===== src/rtl/core/vsd_pkg.sv =====
// Shared types and constants for the snapshot varint stream decoder.
package vsd_pkg;

  localparam int unsigned LONG_MAX_BYTES  = 10;
  localparam int unsigned SHORT_MAX_BYTES = 5;

  localparam int unsigned VALUE_W = 64;
  localparam int unsigned COUNT_W = 4;

  typedef enum logic [1:0] {
    FMT_UNSIGNED = 2'd0,
    FMT_REF_ID   = 2'd1,
    FMT_TAGGED32 = 2'd2,
    FMT_TAGGED64 = 2'd3
  } fmt_t;

  typedef enum logic [1:0] {
    ST_OK       = 2'd0,
    ST_OVERLONG = 2'd1,
    ST_CUT_OFF  = 2'd2
  } status_t;

  // One accepted input byte with its side fields.
  typedef struct packed {
    logic [1:0] cmd;
    logic [7:0] in_byte;
    logic       last_available;
  } item_t;

  // One decoded result.
  typedef struct packed {
    logic [VALUE_W-1:0] value;
    status_t            status;
    logic [COUNT_W-1:0] bytes_used;
  } result_t;

endpackage


===== src/rtl/core/vsd_in_reg.sv =====
// Input register stage: holds one accepted item until the decoder takes it.
module vsd_in_reg (
  input  logic          clk,
  input  logic          rst,
  input  logic          in_valid,
  input  logic          hold,
  input  vsd_pkg::item_t item_in,
  output logic          item_valid,
  output vsd_pkg::item_t item
);

  always_ff @(posedge clk) begin
    if (rst) begin
      item_valid <= 1'b0;
    end else if (!hold) begin
      item_valid <= in_valid;
    end
  end

  always_ff @(posedge clk) begin
    if (!hold && in_valid) begin
      item <= item_in;
    end
  end

endmodule


===== src/rtl/core/vsd_core.sv =====
// Decode step: value state, format latch, config register and per-byte logic.
module vsd_core (
  input  logic             clk,
  input  logic             rst,
  input  logic             cfg_we,
  input  logic             cfg_bit,
  input  logic             fire,
  input  vsd_pkg::item_t   item,
  output logic             res_valid,
  output vsd_pkg::result_t res
);

  logic                              ref_unsigned;
  logic [vsd_pkg::VALUE_W-1:0]       accumulator;
  logic [vsd_pkg::COUNT_W-1:0]       byte_index;
  vsd_pkg::fmt_t                     latched_format;

  vsd_pkg::fmt_t                     fmt_first;
  vsd_pkg::fmt_t                     fmt;
  logic [vsd_pkg::VALUE_W-1:0]       acc_cur;
  logic [vsd_pkg::VALUE_W-1:0]       acc_new;
  logic [vsd_pkg::VALUE_W-1:0]       final_val;
  logic [vsd_pkg::VALUE_W-1:0]       uns_piece;
  logic [vsd_pkg::VALUE_W-1:0]       sx_byte;
  logic [vsd_pkg::VALUE_W-1:0]       tag_piece;
  logic [7:0]                        tag_end;
  logic [6:0]                        shift7;
  logic [5:0]                        shift;
  logic [vsd_pkg::COUNT_W-1:0]       limit;
  logic [vsd_pkg::COUNT_W-1:0]       idx_next;
  logic                              is_end;
  logic [31:0]                       t32_acc;

  always_comb begin
    fmt_first = vsd_pkg::fmt_t'(item.cmd);
    if (fmt_first == vsd_pkg::FMT_REF_ID && ref_unsigned) begin
      fmt_first = vsd_pkg::FMT_UNSIGNED;
    end
    fmt     = (byte_index == '0) ? fmt_first : latched_format;
    acc_cur = (byte_index == '0) ? '0 : accumulator;

    limit = (fmt == vsd_pkg::FMT_REF_ID || fmt == vsd_pkg::FMT_TAGGED32)
          ? vsd_pkg::COUNT_W'(vsd_pkg::SHORT_MAX_BYTES)
          : vsd_pkg::COUNT_W'(vsd_pkg::LONG_MAX_BYTES);

    // 7 * index without a multiplier
    shift7 = ({3'b000, byte_index} << 3) - {3'b000, byte_index};
    shift  = shift7[5:0];

    is_end = item.in_byte[7];
    // data group is the low 7 bits whether or not this is the end byte
    uns_piece = {57'd0, item.in_byte[6:0]};
    sx_byte   = {{56{item.in_byte[7]}}, item.in_byte};
    // end byte of tagged formats contributes (byte - 0xc0), sign-extended
    tag_end   = item.in_byte + 8'h40;
    tag_piece = is_end ? {{56{tag_end[7]}}, tag_end} : sx_byte;
    t32_acc   = acc_cur[31:0] | (tag_piece[31:0] << shift);

    unique case (fmt)
      vsd_pkg::FMT_UNSIGNED: acc_new = acc_cur | (uns_piece << shift);
      vsd_pkg::FMT_REF_ID:   acc_new = (acc_cur << 7) + sx_byte;
      vsd_pkg::FMT_TAGGED32: acc_new = {32'd0, t32_acc};
      vsd_pkg::FMT_TAGGED64: acc_new = acc_cur | (tag_piece << shift);
      default:               acc_new = acc_cur;
    endcase

    final_val = (fmt == vsd_pkg::FMT_REF_ID) ? acc_new + 64'd128 : acc_new;
    idx_next  = byte_index + 1'b1;

    res_valid      = is_end || (idx_next >= limit) || item.last_available;
    res.bytes_used = idx_next;
    if (is_end) begin
      res.value  = final_val;
      res.status = vsd_pkg::ST_OK;
    end else if (idx_next >= limit) begin
      res.value  = '0;
      res.status = vsd_pkg::ST_OVERLONG;
    end else begin
      res.value  = '0;
      res.status = vsd_pkg::ST_CUT_OFF;
    end
  end

  always_ff @(posedge clk) begin
    if (rst) begin
      ref_unsigned <= 1'b0;
    end else if (cfg_we) begin
      ref_unsigned <= cfg_bit;
    end
  end

  always_ff @(posedge clk) begin
    if (rst) begin
      accumulator    <= '0;
      byte_index     <= '0;
      latched_format <= vsd_pkg::FMT_UNSIGNED;
    end else if (fire) begin
      latched_format <= fmt;
      if (res_valid) begin
        accumulator <= '0;
        byte_index  <= '0;
      end else begin
        accumulator <= acc_new;
        byte_index  <= idx_next;
      end
    end
  end

endmodule


===== src/rtl/core/vsd_out_reg.sv =====
// Result register: holds a decoded value until the receiver takes it.
module vsd_out_reg (
  input  logic             clk,
  input  logic             rst,
  input  logic             load_en,
  input  logic             res_valid,
  input  vsd_pkg::result_t res,
  input  logic             out_stall,
  output logic             out_valid,
  output vsd_pkg::result_t out_res
);

  always_ff @(posedge clk) begin
    if (rst) begin
      out_valid <= 1'b0;
    end else if (!out_valid || !out_stall) begin
      out_valid <= load_en && res_valid;
    end
  end

  always_ff @(posedge clk) begin
    if ((!out_valid || !out_stall) && load_en && res_valid) begin
      out_res <= res;
    end
  end

endmodule


===== src/rtl/core/snapshot_varint_stream_decoder.sv =====
// Top level of the snapshot varint stream decoder.
//
// Input channel (in_valid / in_stall): one stream byte per item with cmd and
// last_available. cmd is looked at only on the first byte of a value; the
// ref_unsigned register is sampled at the same time.
// Output channel (out_valid / out_stall): one item per finished value with
// value, status (ok, overlong, cut off) and bytes_used. Error results carry
// value 0. Bytes that do not end a value give no output item.
// Config channel (cfg_valid / cfg_ready / cfg_data): writes ref_unsigned;
// cfg_ready is always high. Write only while the decoder is idle.
//
// A byte is held in the input register, decoded combinationally and its result is
// registered in the result register. Throughput: one byte per cycle when not
// stalled; the value state loops inside the decode step, between those two registers.
// When out_stall holds a full result register, a byte waiting in the input
// register is held and in_stall rises; nothing is dropped.
// Reset (rst, synchronous): clears both valid flags, the value state and
// ref_unsigned; the next byte starts a new value.
module snapshot_varint_stream_decoder (
  input  logic        clk,
  input  logic        rst,
  input  logic        in_valid,
  output logic        in_stall,
  input  logic [1:0]  cmd,
  input  logic [7:0]  in_byte,
  input  logic        last_available,
  output logic        out_valid,
  input  logic        out_stall,
  output logic [63:0] value,
  output logic [1:0]  status,
  output logic [3:0]  bytes_used,
  input  logic        cfg_valid,
  output logic        cfg_ready,
  input  logic        cfg_data
);

  vsd_pkg::item_t   item_in;
  vsd_pkg::item_t   item;
  logic             item_valid;
  logic             fire;
  logic             res_valid;
  vsd_pkg::result_t res;
  vsd_pkg::result_t out_res;

  assign item_in.cmd            = cmd;
  assign item_in.in_byte        = in_byte;
  assign item_in.last_available = last_available;

  // decode step may run whenever the result register can take its output
  assign fire      = item_valid && (!out_valid || !out_stall);
  assign in_stall  = item_valid && out_valid && out_stall;
  assign cfg_ready = 1'b1;

  vsd_in_reg u_in_reg (
    .clk        (clk),
    .rst        (rst),
    .in_valid   (in_valid),
    .hold       (in_stall),
    .item_in    (item_in),
    .item_valid (item_valid),
    .item       (item)
  );

  vsd_core u_core (
    .clk       (clk),
    .rst       (rst),
    .cfg_we    (cfg_valid && cfg_ready),
    .cfg_bit   (cfg_data),
    .fire      (fire),
    .item      (item),
    .res_valid (res_valid),
    .res       (res)
  );

  vsd_out_reg u_out_reg (
    .clk       (clk),
    .rst       (rst),
    .load_en   (fire),
    .res_valid (res_valid),
    .res       (res),
    .out_stall (out_stall),
    .out_valid (out_valid),
    .out_res   (out_res)
  );

  assign value      = out_res.value;
  assign status     = out_res.status;
  assign bytes_used = out_res.bytes_used;

  // input back-pressure only comes from a held result
  a_stall_source: assert property (@(posedge clk) disable iff (rst)
    in_stall |-> (out_valid && out_stall))
    else $error("in_stall without held result");

  // errors never carry a value
  a_err_zero: assert property (@(posedge clk) disable iff (rst)
    (out_valid && status != vsd_pkg::ST_OK) |-> (value == 64'd0))
    else $error("error result with nonzero value");

  a_len_range: assert property (@(posedge clk) disable iff (rst)
    out_valid |-> (bytes_used != 4'd0 &&
                   bytes_used <= 4'(vsd_pkg::LONG_MAX_BYTES)))
    else $error("bytes_used out of range");

  // overlong only at one of the two length limits
  a_overlong_len: assert property (@(posedge clk) disable iff (rst)
    (out_valid && status == vsd_pkg::ST_OVERLONG) |->
      (bytes_used == 4'(vsd_pkg::SHORT_MAX_BYTES) ||
       bytes_used == 4'(vsd_pkg::LONG_MAX_BYTES)))
    else $error("overlong result at wrong length");

endmodule

===== config.mk =====
export PLATFORM = sky130hd
export DESIGN_NAME = snapshot_varint_stream_decoder
export DESIGN_NICKNAME = d
export VERILOG_FILES = /design/src/rtl/core/vsd_pkg.sv /design/src/rtl/core/vsd_in_reg.sv /design/src/rtl/core/vsd_core.sv /design/src/rtl/core/vsd_out_reg.sv /design/src/rtl/core/snapshot_varint_stream_decoder.sv
export SDC_FILE = /design/constraint.sdc
export NUM_CORES = 1
export LEC_CHECK = 0
export BUFFER_PORTS_ARGS = -buffer_cell sky130_fd_sc_hd__buf_2
export CAP_MARGIN = 20
export CORE_MARGIN = 8
export CORE_UTILIZATION = 45
export CTS_CLUSTER_SIZE = 28
export DETAILED_ROUTE_END_ITERATION = 10
export HOLD_SLACK_MARGIN = 0.06
export PLACE_DENSITY_LB_ADDON = 0.1
export SLEW_MARGIN = 20
export SYNTH_ARGS = -nofsm -noshare
export SYNTH_HDL_FRONTEND = slang
export SYNTH_SLANG_ARGS = --single-unit

===== constraint.sdc =====
create_clock -name clk -period 23.2 [get_ports clk]
set_input_delay 2.32 -clock clk [delete_from_list [all_inputs] [get_ports clk]]
set_output_delay 2.32 -clock clk [all_outputs]
set_load 0.01 [all_outputs]

== After elaboration in Yosys (flattened, before gate mapping) ==
Index checks and enable logic that the tools add are counted.
Cells by class
  bitwise logic cells: 3
  $mul: 0
  divide/modulo/power cells: 0
  $lt $le $gt $ge: 1
  shifts and indexed selects: 3
  equality and inequality tests: 4
  add/sub/neg operators: 5
  reductions and logical operators: 17
  muxes and demuxes: 11
Operators with widths (number)
  two-way mux 64 bit: 4
  one-hot mux 64 bit (4 select lines): 1
  bitwise OR 64 bit: 2
  two-way mux 66 bit: 1
  adder 64 bit: 1
  adder 64 x 8 -> 64 bit (second input constant): 1
  left shift 64 x 6 -> 64 bit: 1
  left shift 7 x 6 -> 64 bit: 1
  bitwise OR 32 bit: 1
  left shift 32 x 6 -> 32 bit: 1
  adder 8 x 7 -> 8 bit (second input constant): 1
  logical AND 1 bit: 8
  two-way mux 4 bit: 2
  two-way mux 2 bit: 3
  subtractor 6 x 4 -> 6 bit: 1
  adder 4 x 1 -> 4 bit (second input constant): 1
  equality test 2 x 1 -> 1 bit (second input constant): 2
  equality test 2 bit (second input constant): 2
  >= comparator 4 bit: 1
  zero test 4 bit: 1
  logical OR 1 bit: 4
  zero test 1 bit: 3
  zero test 2 bit: 1
Storage, ports and cells
  input bits: 17
  register bits after elaboration: 154
  bits in latches: 0
  logic and storage cells: 56
  memory bits (read-only): 0
  bits in writable memories: 0
  memories kept: 0

== Logic depth before layout (Yosys ltp) ==
Gate-level depths: netlist of the first run.
  depth in word-level cells: 11
  gate-level depth with buffers: 36
  depth with buffers taken out: 20

== By module ==
From an unflattened synthesis of the first run, not the netlist that was laid out.
Second synthesis, totals
  cells, all modules: 2163
  area, all modules: 16274.4 µm²
By module, submodules not included
  vsd_core: area each 13729.4 µm², times used 1, cells each 2069, seq. area each 1421.4 µm²
  vsd_out_reg: area each 2143.3 µm², times used 1, cells each 75, seq. area each 2122.0 µm²
  vsd_in_reg: area each 372.9 µm², times used 1, cells each 15, seq. area each 350.3 µm²
  snapshot_varint_stream_decoder: area each 28.8 µm², times used 1, cells each 4, seq. area each 0.0 µm²

== Worst setup path before layout of the first run ==
Ideal clock, no wire load.
  path type: reg-to-reg
  start: register u_core.byte_index[1] (netlist name)
  end: register u_out_reg.out_res[68] (netlist name)
  path buffers: 14
  cell stages (with the launch flop): 34
  slack: 15.750 ns
  arrival: 7.304 ns
  cells stage by stage: dfxtp_1 -> buf_2 -> inv_1 -> ha_1 -> buf_6 -> or3b_1 -> buf_2 -> buf_6 -> buf_6 -> buf_4 -> buf_4 -> clkbuf_1 -> buf_1 -> clkbuf_1 -> clkbuf_1 -> clkbuf_1 -> nor2_1 -> a21oi_1 -> inv_1 -> ha_1 -> and2_1 -> o311ai_1 -> a31oi_1 -> o311ai_0 -> o41ai_1 -> or4b_4 -> nor4b_4 -> or3b_1 -> buf_2 -> and4bb_1 -> buf_4 -> nand2_4 -> or4_1 -> a21oi_1
On the way
  word-level cells in the longest chain between the ends: 7
Ends and longest elaborated chain
  start, declared: RTL line vsd_core.sv:15  | logic [vsd_pkg::COUNT_W-1:0] byte_index;
  start signal, assigned: RTL line vsd_core.sv:104  | byte_index <= idx_next;
  zero test 4 bit *: RTL line vsd_core.sv:39  | fmt = (byte_index == '0) ? fmt_first : latched_format;
  two-way mux 2 bit *: RTL line vsd_core.sv:39
  net u_core.fmt[0]: RTL line vsd_core.sv:19  | vsd_pkg::fmt_t fmt;
  equality test 2 bit, or another cell as far along: RTL line vsd_core.sv:59  | unique case (fmt)
  one-hot mux 64 bit (4 select lines): RTL line vsd_core.sv:59
  adder 64 x 8 -> 64 bit: RTL line vsd_core.sv:67  | final_val = (fmt == vsd_pkg::FMT_REF_ID) ? acc_new + 64'd128 : acc_new;
  two-way mux 64 bit *: RTL line vsd_core.sv:67
  two-way mux 66 bit *: RTL line vsd_core.sv:72  | if (is_end) begin
Mark *: on every way through the listed nets, which the timed path passes. The rest lies on a longest branch.
A chain may end at the register's enable or synchronous reset.

== Worst setup path in the final report of the first run ==
  start: register u_core.byte_index[1] (netlist name)
  end: register u_out_reg.out_res[69] (netlist name)
On the way
  word-level cells in the longest chain between the ends: 7
Ends and longest elaborated chain (RTL line)
  zero test 4 bit *: vsd_core.sv:39
  two-way mux 2 bit *: vsd_core.sv:39
  net u_core.fmt[0]: vsd_core.sv:19
  equality test 2 bit, or another cell as far along: vsd_core.sv:59
  one-hot mux 64 bit (4 select lines): vsd_core.sv:59
  adder 64 x 8 -> 64 bit: vsd_core.sv:67
  two-way mux 64 bit *: vsd_core.sv:67
  two-way mux 66 bit *: vsd_core.sv:72
Marks and branches as above.

==> results of run 1 <==
-- path summary, 6_finish.rpt --
path                                from                     end  slack, ns  cells past startpoint
hold / removal    u_core.accumulator[53]  u_core.accumulator[53]       0.48                      2
hold reg to reg   u_core.accumulator[53]  u_core.accumulator[53]       0.48                      2
setup reg to reg    u_core.byte_index[1]   u_out_reg.out_res[69]      14.97                     23
setup / recovery    u_core.byte_index[1]   u_out_reg.out_res[69]      14.97                     23
-- area by class of cell --
class,instances,area [µm²]
repair buffers,125,731
multi-input cells,1647,10400
inverters,35,134
flip-flops and latches,154,3890
well taps,448,561
clock buffers,22,475
clock inverters,10,91.3
fillers,3452,17100
-- placed cells by master (no fill, tap or decap), types with 24 or more instances in the layout --
cell,synthesis,routed
a211oi_1,28,28
a21oi_1,163,163
a22oi_1,58,58
a31oi_1,28,28
and2_1,64,64
and3_1,26,26
buf_2,25,88
buf_4,6,36
dfxtp_1,73,73
edfxtp_1,81,81
ha_1,38,38
inv_1,33,32
mux2i_1,24,24
nand2_1,163,162
nand3_1,59,59
nand4_1,34,34
nor2_1,256,254
nor3_1,54,54
nor4_1,35,35
o211ai_1,30,30
o21ai_0,108,108
or4_1,26,26
xnor2_1,54,54
xor2_1,27,26
-- routing by layer --
metal	track usage, %	up-vias	share of wire [%]
met5	0	-	0
met4	13.1	0	3.9
met2	47.2	1006	43
met3	6.10	144	10
met1	44.7	8090	43
li1	-	7581	-
-- stage by stage --
stage	total power [W]	cells	util, %	cell area [µm²]	setup WS, ns
4_1_cts	0.000799	2441	48.8	16300	15.11
3_5_place_dp	0.000518	2409	47.1	15700	15.19
2_1_floorplan	0.000444	2017	-	15200	15.75
6_report	0.000801	2441	48.8	16300	14.97
3_3_place_gp	0.000517	2409	47.1	15700	15.37
5_1_grt	0.000830	2441	48.8	16300	14.30
-- power by group through the flow --
stage / registers (W) / logic [W] / clock network (W)
2_1_floorplan: 0.000310 / 0.000134 / 0
3_3_place_gp: 0.000310 / 0.000207 / 0
3_5_place_dp: 0.000310 / 0.000208 / 0
4_1_cts: 0.000304 / 0.000209 / 0.000286
5_1_grt: 0.000305 / 0.000228 / 0.000298
6_report: 0.000304 / 0.000215 / 0.000282
-- cells by family (layout without fill, tap and decap cells) --
logic type / Yosys count / in the layout / synth area share (%)
other: 1 / 1 / 0.0247
flip-flops: 154 / 154 / 25.7
multiplexers: 35 / 35 / 3.00
buffers and inverters: 216 / 192 / 6.01
adder cells (fa/ha/maj): 39 / 39 / 3.27
AND/OR/NAND/NOR: 825 / 825 / 27.5
XOR/XNOR: 81 / 81 / 4.68
AO/OA/AOI/OAI: 666 / 666 / 29.8
-- sequential cells by signal (all words and copies together), names as in the netlist --
| signal | count |
|---|---|
| u_in_reg.item_valid | 1 |
| u_core.accumulator | 64 |
| u_out_reg.out_valid | 1 |
| u_core.latched_format | 2 |
| u_out_reg.out_res | 70 |
| u_core.byte_index | 4 |
| u_in_reg.item | 11 |
| u_core.ref_unsigned | 1 |
-- critical path: stages (launching register included) --
cell,delay (ns)
dfxtp_1,0.84
inv_1,0.20
ha_1,0.51
or3b_4,0.35
buf_4,0.54
nor2_1,0.11
a21oi_1,0.26
inv_1,0.11
ha_1,0.31
and2_1,0.22
o311ai_1,0.50
a22oi_1,0.13
buf_4,0.23
a22o_1,0.24
a2bb2oi_1,0.60
ha_1,0.29
nand3_1,0.16
nor4_1,0.52
nor2b_1,0.22
buf_4,0.19
and4_1,0.65
nand4_1,0.25
or4_1,0.55
nand2_1,0.08
==> metrics.cfg, run 1 <==
[worst_hold_path]
hold_class=flip-flop to flip-flop

[yosys]
synth_cells=2017
synthDistinctLibCells=93
synth_area_leader_cell=edfxtp_1
synth.top_cells.by_count=nor2_1 (256), a21oi_1 (163), nand2_1 (163)
avgSynthCellArea_um2=7.51
syn-num-nets=2073
yosysMostFrequentCell=nor2_1
syn_area_um2=15200
synth_warnings=0
yosys-top-cells-area=edfxtp_1 (16%), dfxtp_1 (9.6%), nor2_1 (6.3%)
ys_async_sr_fraction_pct=0
synth_top_area_share_pct=16.0
synth-main-ff-cell=edfxtp_1
synth_edf_count=81
seq_area_frac_synth_pct=25.7
synth-seq-cells=154

[cts]
cts_sinks=154
postCtsSetupBuffers=0
h-tree-depth=4
cts_tree=yes
root_buffer=clkbuf_16
clk_pin_slew_ns=0.07
ctsHoldBuffers=0
cts-buffers-inserted=17
insertion_delay_ns=0.48
clock_path_buffers=2
cts_resized=0

[drt]
dr.pass1.iters=8
drc=0
route.vias.total=16821
wl_per_cell_um=26.3
postRouteAntennaNets=0
initialDrtViolationCount=2407
via_per_inst=6.89
routed_wl_mm=64.1

[timing]
min_period_ns=8.23
tightest_slew_ns=1.13
maxSlewHeadroom_pct=22.8
finClkSkew_ns=0.0232
finalHoldViolations=0
fin_crit_sh_pct=35.5
timing.hold.ws_ns=0.483
finalSetupViolations=0
fin_setup_tns_ns=0
rsz0062_at_grt=no
slew_viol_final=0
fmax_mhz=122

[placement]
hpwl_mm=46.0
finalWeightedCongestion=1.06
port_buffers=88

[grt]
grt_pass1_vias=15414
grt_first_pass_wirelength_mm=97.3
grt_max_degree=121
antenna_found_initial=0
grt_use_total_pct=31.9
grt.overflow.total=0

[die]
coreArea_um2=33400
dieWidth_um=200
num_io_pins=90
die_y_um=200
start_util_pct=45.4
fp-row-count=67
die-area_um2=39800

[power]
leakagePower_nw=5.81
swShare_pct=35.3
p_int_w=0.000518
combinationalPowerShare_pct=26.8
power.switching_w=0.000283
p_per_area_nw_per_um2=49.2
sequentialPowerShare_pct=38.0
p_clk_share_pct=35.2
ir_drop_mv=0.0546

[layout]
fin_nets=2036
drive_above_1_share_pct=10.5
diodes=0
syn2layout_area_growth_pct=7.52

[outcome]
run_status=finished, final reports clean

[setup_path]
crit_path_start_kind=flip-flop
cp_max_fo=63
cp_data_required_time_ns=23.53
endpoint_kind=flip-flop
cp_data_arrival_time_ns=8.56
critPathKind=flip-flop to flip-flop

[flow_run]
maxCapViolations=0

No activity file was read; power rests on OpenSTA's default activity.
==> run 2: changes to the inputs <==
==> constraint.sdc (replaced) <==
create_clock -name clk -period 8.1 [get_ports clk]
set_input_delay 0.81 -clock clk [delete_from_list [all_inputs] [get_ports clk]]
set_output_delay 0.81 -clock clk [all_outputs]
set_load 0.01 [all_outputs]
==> metrics.cfg, run 2 (synthesis results as in run 1) <==
[outcome]
run_status=finished, final reports clean

[setup_path]
cp_data_arrival_time_ns=7.33
r2r_end=u_out_reg.out_res[68]
endpoint_kind=flip-flop
crit_path_start_kind=flip-flop
r2r_slack_ns=1.07
cp-endpoint=u_out_reg.out_res[68]
cp_data_required_time_ns=8.39
startpoint=u_core.byte_index[0]
rr_worst_depth=20
critPathKind=flip-flop to flip-flop
cp_slowest_cell=and4bb_1
max_stage_delay_ns=0.69
crit_chain=inv_1 > ha_1 > or3b_4 > nor2_1 > a21oi_1 > inv_1 > ha_1 > and2_1 > nor3_1 > or4_1 > o311ai_1 > a211oi_1 > buf_4 > or4b_4 > nor4b_4 > or3b_1 > and4bb_1 > nand2_4 > or4_1 > a21oi_1
reg2reg_from=u_core.byte_index[0]
cp_max_fo=18

[timing]
setup_ws_ns=1.07
fmax_mhz=142
fin_setup_tns_ns=0
tightest_slew_ns=1.10
timing.hold.ws_ns=0.493
finalSetupViolations=0
min_period_ns=7.03
finClkSkew_ns=0.0112
rsz0062_at_grt=no
maxSlewHeadroom_pct=25.4
fin_crit_sh_pct=86.9
finalHoldViolations=0
slew_viol_final=0

[die]
coreArea_um2=33400
die_y_um=200
die-area_um2=39800
num_io_pins=90
fp-row-count=67
start_util_pct=45.4
dieWidth_um=200

[drt]
top_layer_used=met5
wl_per_cell_um=27.3
initialDrtViolationCount=2444
postRouteAntennaNets=0
met3_length_mm=6.80
met1_length_mm=28.8
dr.pass1.iters=6
via_per_inst=6.93
route.vias.total=17072
routed_wl_mm=67.3
drc=0
dr_wl_met2_mm=29.0

[placement]
finalWeightedCongestion=1.02
port_buffers=88
hpwl_mm=48.9
pre_cts_slack_ns=1.15
dp.cells=2433

[cts]
clk_pin_slew_ns=0.06
root_buffer=clkbuf_16
cts_resized=0
cts_tree=yes
cts-buffers-inserted=17
h-tree-depth=4
clock_path_buffers=2
cts_sinks=154
postCtsSetupBuffers=0
ctsHoldBuffers=0
insertion_delay_ns=0.46

[layout]
final_common_cell=nor2_1
largest_registers=u_out_reg.out_res x70, u_core.accumulator x64, u_in_reg.item x11
fin_nets=2060
largest_reg_flops=70
n_fill_cell=3436
final_cell_mix=nor2_1 (254), a21oi_1 (163), nand2_1 (162)
syn2layout_area_growth_pct=8.50
max_flop_register=u_out_reg.out_res
drive_above_1_share_pct=11.5
diodes=0
fin_cells=2465

[power]
leakagePower_nw=5.93
p_per_area_nw_per_um2=140
power_w=0.00229
ir_drop_mv=0.157

[grt]
grt.overflow.total=0
antenna_found_initial=1
grt_pass1_vias=15830
grt_first_pass_wirelength_mm=101
grt_max_degree=112
grt_use_total_pct=33.5

[worst_hold_path]
hold_class=flip-flop to flip-flop

[flow_run]
maxCapViolations=0

[run 2: area by class of cell]
| class | instances | area (µm²) | area share, % |
|---|---|---|---|
| Clock buffer | 22 | 464 | 2.82 |
| Clock inverter | 10 | 92.6 | 0.563 |
| Inverter | 35 | 134 | 0.814 |
| Multi-Input combinational cell | 1647 | 10400 | 63.2 |
| Sequential cell | 154 | 3890 | 23.7 |
| Tap cell | 448 | 561 | 3.41 |
| Timing Repair Buffer | 149 | 911 | 5.54 |
[run 2: power by group]
part	switching, W	internal, W	total [W]
Sequential	0.0000209	0.000852	0.000872
Combinational	0.000442	0.000191	0.000633
Clock	0.000350	0.000439	0.000790
[run 2: how the worst min path moves through the flow]
stage | start | endpoint | cells past startpoint
2_1_floorplan | u_core.accumulator[36] | u_core.accumulator[36] | 2
3_3_place_gp | u_core.accumulator[53] | u_core.accumulator[53] | 2
3_5_place_dp | u_core.accumulator[54] | u_core.accumulator[54] | 2
4_1_cts | u_core.accumulator[54] | u_core.accumulator[54] | 2
5_1_grt | u_core.accumulator[53] | u_core.accumulator[53] | 2
6_report | u_core.accumulator[54] | u_core.accumulator[54] | 2
[run 2: metrics by stage]
stage | utilization [%] | instance area [µm²]
2_1_floorplan | - | 15200
5_1_grt | 49.3 | 16400
4_1_cts | 49.3 | 16400
3_3_place_gp | 47.6 | 15900
3_5_place_dp | 47.6 | 15900
6_report | 49.3 | 16400
[run 2: worst max-delay path: cells and delay by family, from the launching register on]
family	cells	cell delay, ns
AO/OA/AOI/OAI	4	0.64
AND/OR/NAND/NOR	11	4.78
buffers and inverters	3	0.44
adder cells (fa/ha/maj)	2	0.66
flip-flops	1	0.31
[run 2: routing by layer]
metal,global-route usage (%),up-vias
li1,-,7620
met1,46.5,8244
met2,50.7,1053
met3,5.79,153
met4,13.7,2
met5,0,-
